--- src/rtl/core/wmec_pkg.sv ---
// ---------------------------------------------------------------------------
// Watch menu event controller package
// Event, action and menu codes, setting limits and the bcd helper
// ---------------------------------------------------------------------------
package wmec_pkg;

  // event codes carried in the cmd field
  typedef enum logic [3:0] {
    EV_ALARM  = 4'd0,
    EV_B1     = 4'd1,
    EV_B2     = 4'd2,
    EV_B3     = 4'd3,
    EV_B4     = 4'd4,
    EV_GTIMER = 4'd5,
    EV_GDONE  = 4'd6,
    EV_TIME   = 4'd7,
    EV_GBEGIN = 4'd8
  } event_e;

  // action codes in the result
  typedef enum logic [2:0] {
    ACT_NONE  = 3'd0,
    ACT_START = 3'd1,
    ACT_STOP  = 3'd2,
    ACT_SYNC  = 3'd3,
    ACT_DRAW  = 3'd4
  } action_e;

  // menu codes
  typedef enum logic [1:0] {
    MENU_MAIN  = 2'd0,
    MENU_SETUP = 2'd1,
    MENU_SAT   = 2'd2
  } menu_e;

  // options entries
  localparam logic [2:0] ITEM_ALARM_EN = 3'd0;
  localparam logic [2:0] ITEM_HOUR     = 3'd1;
  localparam logic [2:0] ITEM_MINUTE   = 3'd2;
  localparam logic [2:0] ITEM_SYNC_EN  = 3'd3;
  localparam logic [2:0] ITEM_ZONE     = 3'd4;
  localparam logic [2:0] ITEM_GSYNC    = 3'd5;
  localparam logic [2:0] LAST_ITEM     = ITEM_GSYNC;

  // setting limits
  localparam logic [4:0] HOUR_MAX    = 5'd23;
  localparam logic [5:0] MINUTE_MAX  = 6'd55;
  localparam logic [5:0] MINUTE_STEP = 6'd5;
  localparam logic [6:0] ZONE_MAX    = 7'd100;
  localparam logic [6:0] ZONE_MIN    = 7'd1;

  // two bcd digits of a value below 64, tens picked by a priority chain of compares
  function automatic logic [6:0] bin_to_bcd(input logic [5:0] v);
    logic [2:0] tens;
    logic [5:0] rest;
    if (v >= 6'd60) tens = 3'd6;
    else if (v >= 6'd50) tens = 3'd5;
    else if (v >= 6'd40) tens = 3'd4;
    else if (v >= 6'd30) tens = 3'd3;
    else if (v >= 6'd20) tens = 3'd2;
    else if (v >= 6'd10) tens = 3'd1;
    else tens = 3'd0;
    // tens times ten as eight plus two
    rest = v - ({tens, 3'b000} + {2'b00, tens, 1'b0});
    return {tens, rest[3:0]};
  endfunction

endpackage

--- src/rtl/core/watch_menu_event_controller_unit.sv ---
// ---------------------------------------------------------------------------
// Watch menu event controller
// Event decoder with held menu, selection and alarm/sync/timezone settings
// ---------------------------------------------------------------------------
// One event is taken per transfer on the slave stream and one result leaves
// on the master stream for each. A new event can be taken every clock while
// the skid entry is empty; its result is registered in the result register
// or, on a stall, in the skid entry. The settings update in the same edge
// that takes the event, so back-to-back events see each other at once. The
// result register plus one skid entry let the slave side take one more event
// during a master stall; then s_axis_tready drops until the skid entry drains.
module watch_menu_event_controller_unit (
  input  logic        clk_i,
  input  logic        rst_ni,
  // slave stream
  input  logic        s_axis_tvalid,
  output logic        s_axis_tready,
  input  logic [7:0]  s_axis_tdata,   // [3:0] cmd, [4] alarm_ringing, [7:5] zero
  // master stream
  output logic        m_axis_tvalid,
  input  logic        m_axis_tready,
  output logic [31:0] m_axis_tdata    // [2:0] action, [4:3] menu_now, [7:5] item_now,
                                      // [8] alarm_on, [14:9] alarm_hour_bcd,
                                      // [21:15] alarm_minute_bcd, [22] sync_on,
                                      // [29:23] zone_setting, [31:30] zero
);
  import wmec_pkg::*;

  // held state
  menu_e      menu_q, menu_d;
  logic [2:0] item_q, item_d;
  logic       alarm_en_q, alarm_en_d;
  logic [4:0] hour_q, hour_d;
  logic [5:0] minute_q, minute_d;
  logic       sync_en_q, sync_en_d;
  logic [6:0] zone_q, zone_d;

  // output stage
  logic        out_valid_q;
  logic [31:0] out_data_q;
  logic        skid_valid_q;
  logic [31:0] skid_data_q;

  logic        accept;
  logic        out_free;
  event_e      ev;
  logic        ringing;
  logic        button;
  action_e     act;
  logic [6:0]  hour_bcd;
  logic [6:0]  minute_bcd;
  logic [31:0] result;

  assign ev      = event_e'(s_axis_tdata[3:0]);
  assign ringing = s_axis_tdata[4];
  assign button  = (s_axis_tdata[3:0] inside {[EV_B1 : EV_B4]});

  assign s_axis_tready = !skid_valid_q;
  assign accept        = s_axis_tvalid && s_axis_tready;
  assign out_free      = !out_valid_q || m_axis_tready;

  // event decode in priority order
  always_comb begin
    menu_d     = menu_q;
    item_d     = item_q;
    alarm_en_d = alarm_en_q;
    hour_d     = hour_q;
    minute_d   = minute_q;
    sync_en_d  = sync_en_q;
    zone_d     = zone_q;
    act        = ACT_NONE;
    if (!ringing && ev == EV_ALARM) begin
      act = ACT_START;
    end else if (ringing && button) begin
      act = ACT_STOP;
    end else if (ev == EV_GTIMER) begin
      act = ACT_SYNC;
    end else if (menu_q == MENU_SAT && ev == EV_GDONE) begin
      menu_d = MENU_MAIN;
      act    = ACT_DRAW;
    end else if (menu_q == MENU_SETUP && button) begin
      act = ACT_DRAW;
      case (ev)
        EV_B4: begin
          menu_d = MENU_MAIN;
        end
        EV_B3: begin
          case (item_q)
            ITEM_ALARM_EN: alarm_en_d = !alarm_en_q;
            ITEM_HOUR:     hour_d = (hour_q >= HOUR_MAX) ? '0 : hour_q + 5'd1;
            ITEM_MINUTE:   minute_d = (minute_q >= MINUTE_MAX) ? '0
                                                               : minute_q + MINUTE_STEP;
            ITEM_SYNC_EN:  sync_en_d = !sync_en_q;
            ITEM_ZONE:     zone_d = (zone_q >= ZONE_MAX) ? ZONE_MIN : zone_q + 7'd1;
            ITEM_GSYNC:    act = ACT_SYNC;
            default:       act = ACT_DRAW;
          endcase
        end
        EV_B1: begin
          item_d = (item_q == '0) ? LAST_ITEM : item_q - 3'd1;
        end
        default: begin
          item_d = (item_q == LAST_ITEM) ? '0 : item_q + 3'd1;
        end
      endcase
    end else if (menu_q == MENU_MAIN && ev == EV_B4) begin
      menu_d = MENU_SETUP;
      item_d = '0;
      act    = ACT_DRAW;
    end else if (ev == EV_TIME && menu_q == MENU_MAIN) begin
      act = ACT_DRAW;
    end else if (ev == EV_GBEGIN) begin
      menu_d = MENU_SAT;
      act    = ACT_DRAW;
    end
  end

  // result word from the updated settings
  assign hour_bcd   = bin_to_bcd({1'b0, hour_d});
  assign minute_bcd = bin_to_bcd(minute_d);
  assign result = {2'b00, zone_d, sync_en_d, minute_bcd, hour_bcd[5:0],
                   alarm_en_d, item_d, menu_d, act};

  // settings update on each transfer
  always_ff @(posedge clk_i or negedge rst_ni) begin
    if (!rst_ni) begin
      menu_q     <= MENU_MAIN;
      item_q     <= '0;
      alarm_en_q <= 1'b0;
      hour_q     <= '0;
      minute_q   <= '0;
      sync_en_q  <= 1'b0;
      zone_q     <= ZONE_MIN;
    end else if (accept) begin
      menu_q     <= menu_d;
      item_q     <= item_d;
      alarm_en_q <= alarm_en_d;
      hour_q     <= hour_d;
      minute_q   <= minute_d;
      sync_en_q  <= sync_en_d;
      zone_q     <= zone_d;
    end
  end

  // result register and skid entry
  always_ff @(posedge clk_i or negedge rst_ni) begin
    if (!rst_ni) begin
      out_valid_q  <= 1'b0;
      skid_valid_q <= 1'b0;
    end else if (out_free) begin
      if (skid_valid_q) begin
        out_valid_q  <= 1'b1;
        skid_valid_q <= 1'b0;
      end else begin
        out_valid_q <= accept;
      end
    end else if (accept) begin
      skid_valid_q <= 1'b1;
    end
  end

  // payload of the output stage
  always_ff @(posedge clk_i) begin
    if (out_free) begin
      out_data_q <= skid_valid_q ? skid_data_q : result;
    end else if (accept) begin
      skid_data_q <= result;
    end
  end

  assign m_axis_tvalid = out_valid_q;
  assign m_axis_tdata  = out_data_q;

endmodule

--- config.mk ---
export PLATFORM = sky130hd
export DESIGN_NAME = watch_menu_event_controller_unit
export DESIGN_NICKNAME = d
export VERILOG_FILES = /design/src/rtl/core/wmec_pkg.sv /design/src/rtl/core/watch_menu_event_controller_unit.sv
export SDC_FILE = /design/constraint.sdc
export NUM_CORES = 1
export LEC_CHECK = 0
export BUFFER_PORTS_ARGS = -buffer_cell sky130_fd_sc_hd__clkbuf_2
export CAP_MARGIN = 20
export CORE_ASPECT_RATIO = 0.6
export CORE_MARGIN = 2
export CORE_UTILIZATION = 40
export DETAILED_ROUTE_END_ITERATION = 6
export GPL_TIMING_DRIVEN = 0
export MAX_ROUTING_LAYER = met4
export PLACE_DENSITY = 0.66
export SYNTH_ARGS = -nofsm -noshare
export SYNTH_HDL_FRONTEND = slang
export SYNTH_SLANG_ARGS = --single-unit
--- constraint.sdc ---
create_clock -name clk_i -period 6.2 [get_ports clk_i]
set_input_delay 1.86 -clock clk_i [delete_from_list [all_inputs] [get_ports clk_i]]
set_output_delay 1.86 -clock clk_i [all_outputs]
set_load 0.05 [all_outputs]
# --- Word level (Yosys, flattened, before mapping) ---
# Index checks and enable logic that the tools add are counted.
word_totals:
  ff_bits: 87
  inputBits: 12
  elab_cells: 154
classes:
  reduce_logical: 20
  n_eq_ne: 14
  muxes: 82
  n_addsub: 9
  order_cmp: 17
  bitwise_logic: 1
op_table:
  columns: ["op", "n"]
  rows:
  - ["3-bit 2-to-1 mux", 24]
  - ["7-bit 2-to-1 mux", 8]
  - ["6-bit 2-to-1 mux", 8]
  - ["5-bit 2-to-1 mux", 8]
  - ["30-bit 2-to-1 mux", 1]
  - ["2-bit 2-to-1 mux", 13]
  - ["6-bit >= comparator (second input constant)", 4]
  - ["1-bit 2-to-1 mux", 19]
  - ["5-bit by 6-bit >= comparator with 1-bit output (second input constant)", 3]
  - ["4-bit by 3-bit equality test with 1-bit output (second input constant)", 4]
  - ["5-bit >= comparator (second input constant)", 3]
  - ["6-bit by 5-bit >= comparator with 1-bit output (second input constant)", 2]
  - ["4-bit adder", 2]
  - ["1-bit logical AND", 8]
  - ["4-bit subtractor", 2]
  - ["7-bit by 1-bit adder with 7-bit output (second input constant)", 1]
  - ["7-bit >= comparator (second input constant)", 1]
  - ["6-bit by 3-bit adder with 6-bit output (second input constant)", 1]
  - ["3-bit by 2-bit equality test with 1-bit output (second input constant)", 2]
  - ["3-bit equality test (second input constant)", 2]
  - ["6-bit by 4-bit >= comparator with 1-bit output (second input constant)", 1]
  - ["3-bit one-hot mux with 2 select lines", 1]
  - ["5-bit by 1-bit adder with 5-bit output (second input constant)", 1]
  - ["5-bit by 4-bit >= comparator with 1-bit output (second input constant)", 1]
  - ["other kinds (19)", 23]

# --- Depth between registers and ports, before layout ---
depth:
  depth_word: 19
  mapped_depth: 16

# --- Worst setup path before layout ---
# OpenSTA, ideal clock, no wires.
synth_timing:
  path_kind: "in2reg"
  start: "input port s_axis_tdata[1]"
  end: "register out_data_q[12], in the netlist m_axis_tdata[12], data pin"
  arrival_ns: 4.389
  setup_ns: 0.260
  setup_slack_ns: 1.551
  cell_stages: 13
  n_path_buf: 2
  cell_sequence: "buf_4 > and4bb_1 > buf_4 > nand4_1 > or3_1 > a21oi_1 > a21oi_1 > a21oi_1 > ha_1 > o31ai_1 > a2bb2oi_1 > xnor2_1 > mux2_2"
synth_rtl:
  columns: ["item", "line", "text"]
  rows:
  - ["start, declared", "watch_menu_event_controller_unit.sv:18", "input logic [7:0] s_axis_tdata,"]
  - ["4-bit by 1-bit >= comparator with 1-bit output / 4-bit by 3-bit less-or-equal comparator with 1-bit output (equally long branches)", "watch_menu_event_controller_unit.sv:56", "assign button = (s_axis_tdata[3:0] inside {[EV_B1 : EV_B4]});"]
  - ["1-bit logical AND", "watch_menu_event_controller_unit.sv:56", null]
  - ["1-bit logical AND", "watch_menu_event_controller_unit.sv:81", "end else if (menu_q == MENU_SETUP && button) begin"]
  - ["5-bit 2-to-1 mux", "watch_menu_event_controller_unit.sv:81", null]
  - ["5-bit 2-to-1 mux", "watch_menu_event_controller_unit.sv:78", "end else if (menu_q == MENU_SAT && ev == EV_GDONE) begin"]
  - ["5-bit 2-to-1 mux", "watch_menu_event_controller_unit.sv:76", "end else if (ev == EV_GTIMER) begin"]
  - ["5-bit 2-to-1 mux", "watch_menu_event_controller_unit.sv:74", "end else if (ringing && button) begin"]
  - ["5-bit 2-to-1 mux (*)", "watch_menu_event_controller_unit.sv:72", "if (!ringing && ev == EV_ALARM) begin"]
  - ["(+3 left out)", null, null]
  - ["3-bit 2-to-1 mux", "wmec_pkg.sv:58", "else if (v >= 6'd40) tens = 3'd4;"]
  - ["3-bit 2-to-1 mux", "wmec_pkg.sv:57", "else if (v >= 6'd50) tens = 3'd5;"]
  - ["3-bit 2-to-1 mux (*)", "wmec_pkg.sv:56", "if (v >= 6'd60) tens = 3'd6;"]
  - ["via hour_bcd[5]", "watch_menu_event_controller_unit.sv:50", "logic [6:0] hour_bcd;"]
  - ["4-bit adder (*)", "wmec_pkg.sv:64", "rest = v - ({tens, 3'b000} + {2'b00, tens, 1'b0});"]
  - ["4-bit subtractor (*)", "wmec_pkg.sv:64", null]
  - ["via hour_bcd[3]", "watch_menu_event_controller_unit.sv:50", null]
  - ["30-bit 2-to-1 mux (*)", "watch_menu_event_controller_unit.sv:165", "out_data_q <= skid_valid_q ? skid_data_q : result;"]
  - ["end signal, assigned", "watch_menu_event_controller_unit.sv:165", null]
  - ["end, declared", "watch_menu_event_controller_unit.sv:40", "logic [31:0] out_data_q;"]
# Mark *: on every way through the listed nets, which the timed path passes. The rest lies on a longest branch.
# A chain may end at the register's enable or synchronous reset.

# --- Worst setup path in the final report ---
layout_timing:
  start: "input port s_axis_tdata[3]"
  end: "register out_data_q[12], in the netlist m_axis_tdata[12], data pin"
# The elaborated chain is that of the path after synthesis.

==> run metrics <==
status finished, final reports clean; synthesized cell area 4730 sq um; hold crit path type flip-flop to flip-flop; CP endpoint kind flip-flop; Initial Utilization 0.415; top cells by count, synth 77 x nand2_1, 60 x edfxtp_1, 38 x o21ai_0; simple-gate share of the synthesized area 0.174; total CTS buffers 9; final hold slack 505 ps; Die Wd 144 um; Post-Synth XOR/XNOR Area 0.0185; PortBufs 39; Arr. time, crit path roughly 5000 ps; Avg Cell Area, Syn 10.5 sq um; Final Non-Filler Cells 669; Synth Area in Adders 0.0312; minimum clock period just under 5000 ps; Synth Instances around 450; final count of pins violating max slew 0; CTS tree built; Synth Flop Type edfxtp_1; post-synth cell types slightly above 70; crit path max fanout 9; Final Cell Area 5460 sq um; Tot Pwr 0.00165 W; # hold bufs at CTS 0; Worst IR Drop VDD roughly 0.14 mV; post_cts resized 0; clock sinks 87; CP required 6290 ps; Placed Instances roughly 650; ant diodes 0; share of layout cells above drive strength 1 0.202; gr usage total 0.191; # DRC 0; Filler cells 1081; Top Ports between 40 and 50; number of global-route vias before repair between 3000 and 4000; largest net degree at the start of global routing 34; DRT antenna net count 0; clk_lat worst skew 340 ps; Max Cap Violations 0; LEAKAGE 2.26 nW; height of the die 88.3 um; area delta synth->final 15.3%; Setup Crit Path Kind primary input to flip-flop; fin crit share 0.790; Post-Route Setup TNS 0 ps; via/cell ratio 5.41; Worst-path clk slew 60 ps; post-synth top area cell edfxtp_1; CP startpoint kind primary input; FP Rows 30; DRT Pass-1 Iters 5; main combinational cell family by area after synthesis simple AND/OR/NAND/NOR gates; global-route wire length before repair 17900 um; #FFs+latches synth 87; complex-gate fraction of the synthesized area 0.153; slew at the pin closest to its max-slew limit roughly 930 ps; WL/cell 16.5 um; Remaining Overflow, GRT 0; Root Buffer clkbuf_16; Post-DP Area 5140 sq um; DRT iter0 DRCs 307; synth top area cells edfxtp_1 38%, dfrtp_1 14%, nand2_1 6.1%, mux2_2 5.5%, o21ai_0 4.0%; Via Count 3619; Core ar. between 10000 and 15000 sq um; Detail Placement HPWL 7850 um; post-synth top area share 0.381; Setup Fix Bufs, Post-CTS 0; EDFF count, synth 60; Hold Vio Cnt, Final 0; Clock Skews 6.40 ps; Finish-stage setup viols 0; Cell Pwr Density between 300 and 400 nW/um^2; htree depth 3; final WL 11000 um; RSZ-0062 raised after global routing false; mux cell area share after synthesis 0.0568; nets@finish around 530; Die ar. 12800 sq um; CTS Buffer Depth 2; Max Fclk 0.204 GHz; post-synthesis sequential area ratio 0.524; Post-synth ARST share 0.310; most frequent cell after synthesis nand2_1; GP Congestion 0.928; Max-slew headroom 0.377; initial antenna violation count 0; Yosys Warn Count 0
## logic make-up after synthesis
| family | Yosys count |
|---|---|
| compound gates | 111 |
| xor+xnor | 10 |
| fa+ha+maj | 12 |
| buf+inv | 43 |
| flops | 87 |
| mux | 24 |
| other cells | 1 |
| simple gates | 165 |
## power by group
group | switching (W) | internal, W
logic | 0.000250 | 0.000108
registers | 0.0000311 | 0.000688
clock network | 0.000220 | 0.000354
total | 0.000501 | 0.00115
## final timing paths
kind,to,slack (ps),cells after the start,from
max,m_axis_tdata[12],1300,13,s_axis_tdata[3]
min,alarm_en_q,510,1,alarm_en_q
max reg2reg,m_axis_tdata[12],2380,12,item_q[0]
min reg2reg,alarm_en_q,510,1,alarm_en_q
max in group asynchronous,zone_q[4],4140,1,rst_ni
min in group asynchronous,minute_q[2],1570,1,rst_ni
## metal layers
metal,track usage,part of all wire,up-vias
met5,-,0,-
met4,0.0680,0.020,0
met3,0.0498,0.063,18
met2,0.275,0.42,113
met1,0.262,0.49,1735
li1,-,-,1753
## cell type report
type	count	area, sq um	area share
repair buffers	39	195	0.0358
plain buffers	28	145	0.0266
multi-input cells	324	2070	0.379
well taps	160	200	0.0367
flip-flops and latches	87	2480	0.454
clock buffers	11	233	0.0426
clock inverters	5	81.3	0.0149
inverters	15	56.3	0.0103
## cells in the final DEF, fill, tap and decap left out, types with 13 or more instances in the layout
| master | n |
|---|---|
| nor2_1 | 21 |
| clkbuf_2 | 39 |
| a21oi_1 | 21 |
| edfxtp_1 | 60 |
| mux2_2 | 23 |
| o21ai_0 | 38 |
| dfrtp_1 | 26 |
| inv_1 | 13 |
| nand3_1 | 14 |
| clkbuf_1 | 16 |
| nand2_1 | 77 |
## metrics by stage
step | worst slack [ps] | utilization
final | 1300 | 0.478
after global routing | 1020 | 0.478
after CTS | 1360 | 0.478
after detailed placement | 1020 | 0.451
after global placement | 377 | 0.450
after floorplan | 1550 | -
## worst max-delay path, stage by stage
cell and delay, ps:
clkbuf_2 120, and4bb_1 260, buf_4 160, nand4_1 310
or3_1 450, a21oi_1 140, a21oi_1 110, a21oi_1 350
ha_1 340, o31ai_1 260, a2bb2oi_1 230, xnor2_1 120
mux2_2 270
## registers in the layout (all words and copies together) (netlist names)
| signal | flops |
|---|---|
| item_q | 3 |
| m_axis_tvalid | 1 |
| minute_q | 6 |
| alarm_en_q | 1 |
| hour_q | 5 |
| sync_en_q | 1 |
| menu_q | 2 |
| skid_data_q | 30 |
| skid_valid_q | 1 |
| m_axis_tdata | 30 |
| zone_q | 7 |
Power figures use the tool's default switching activity.
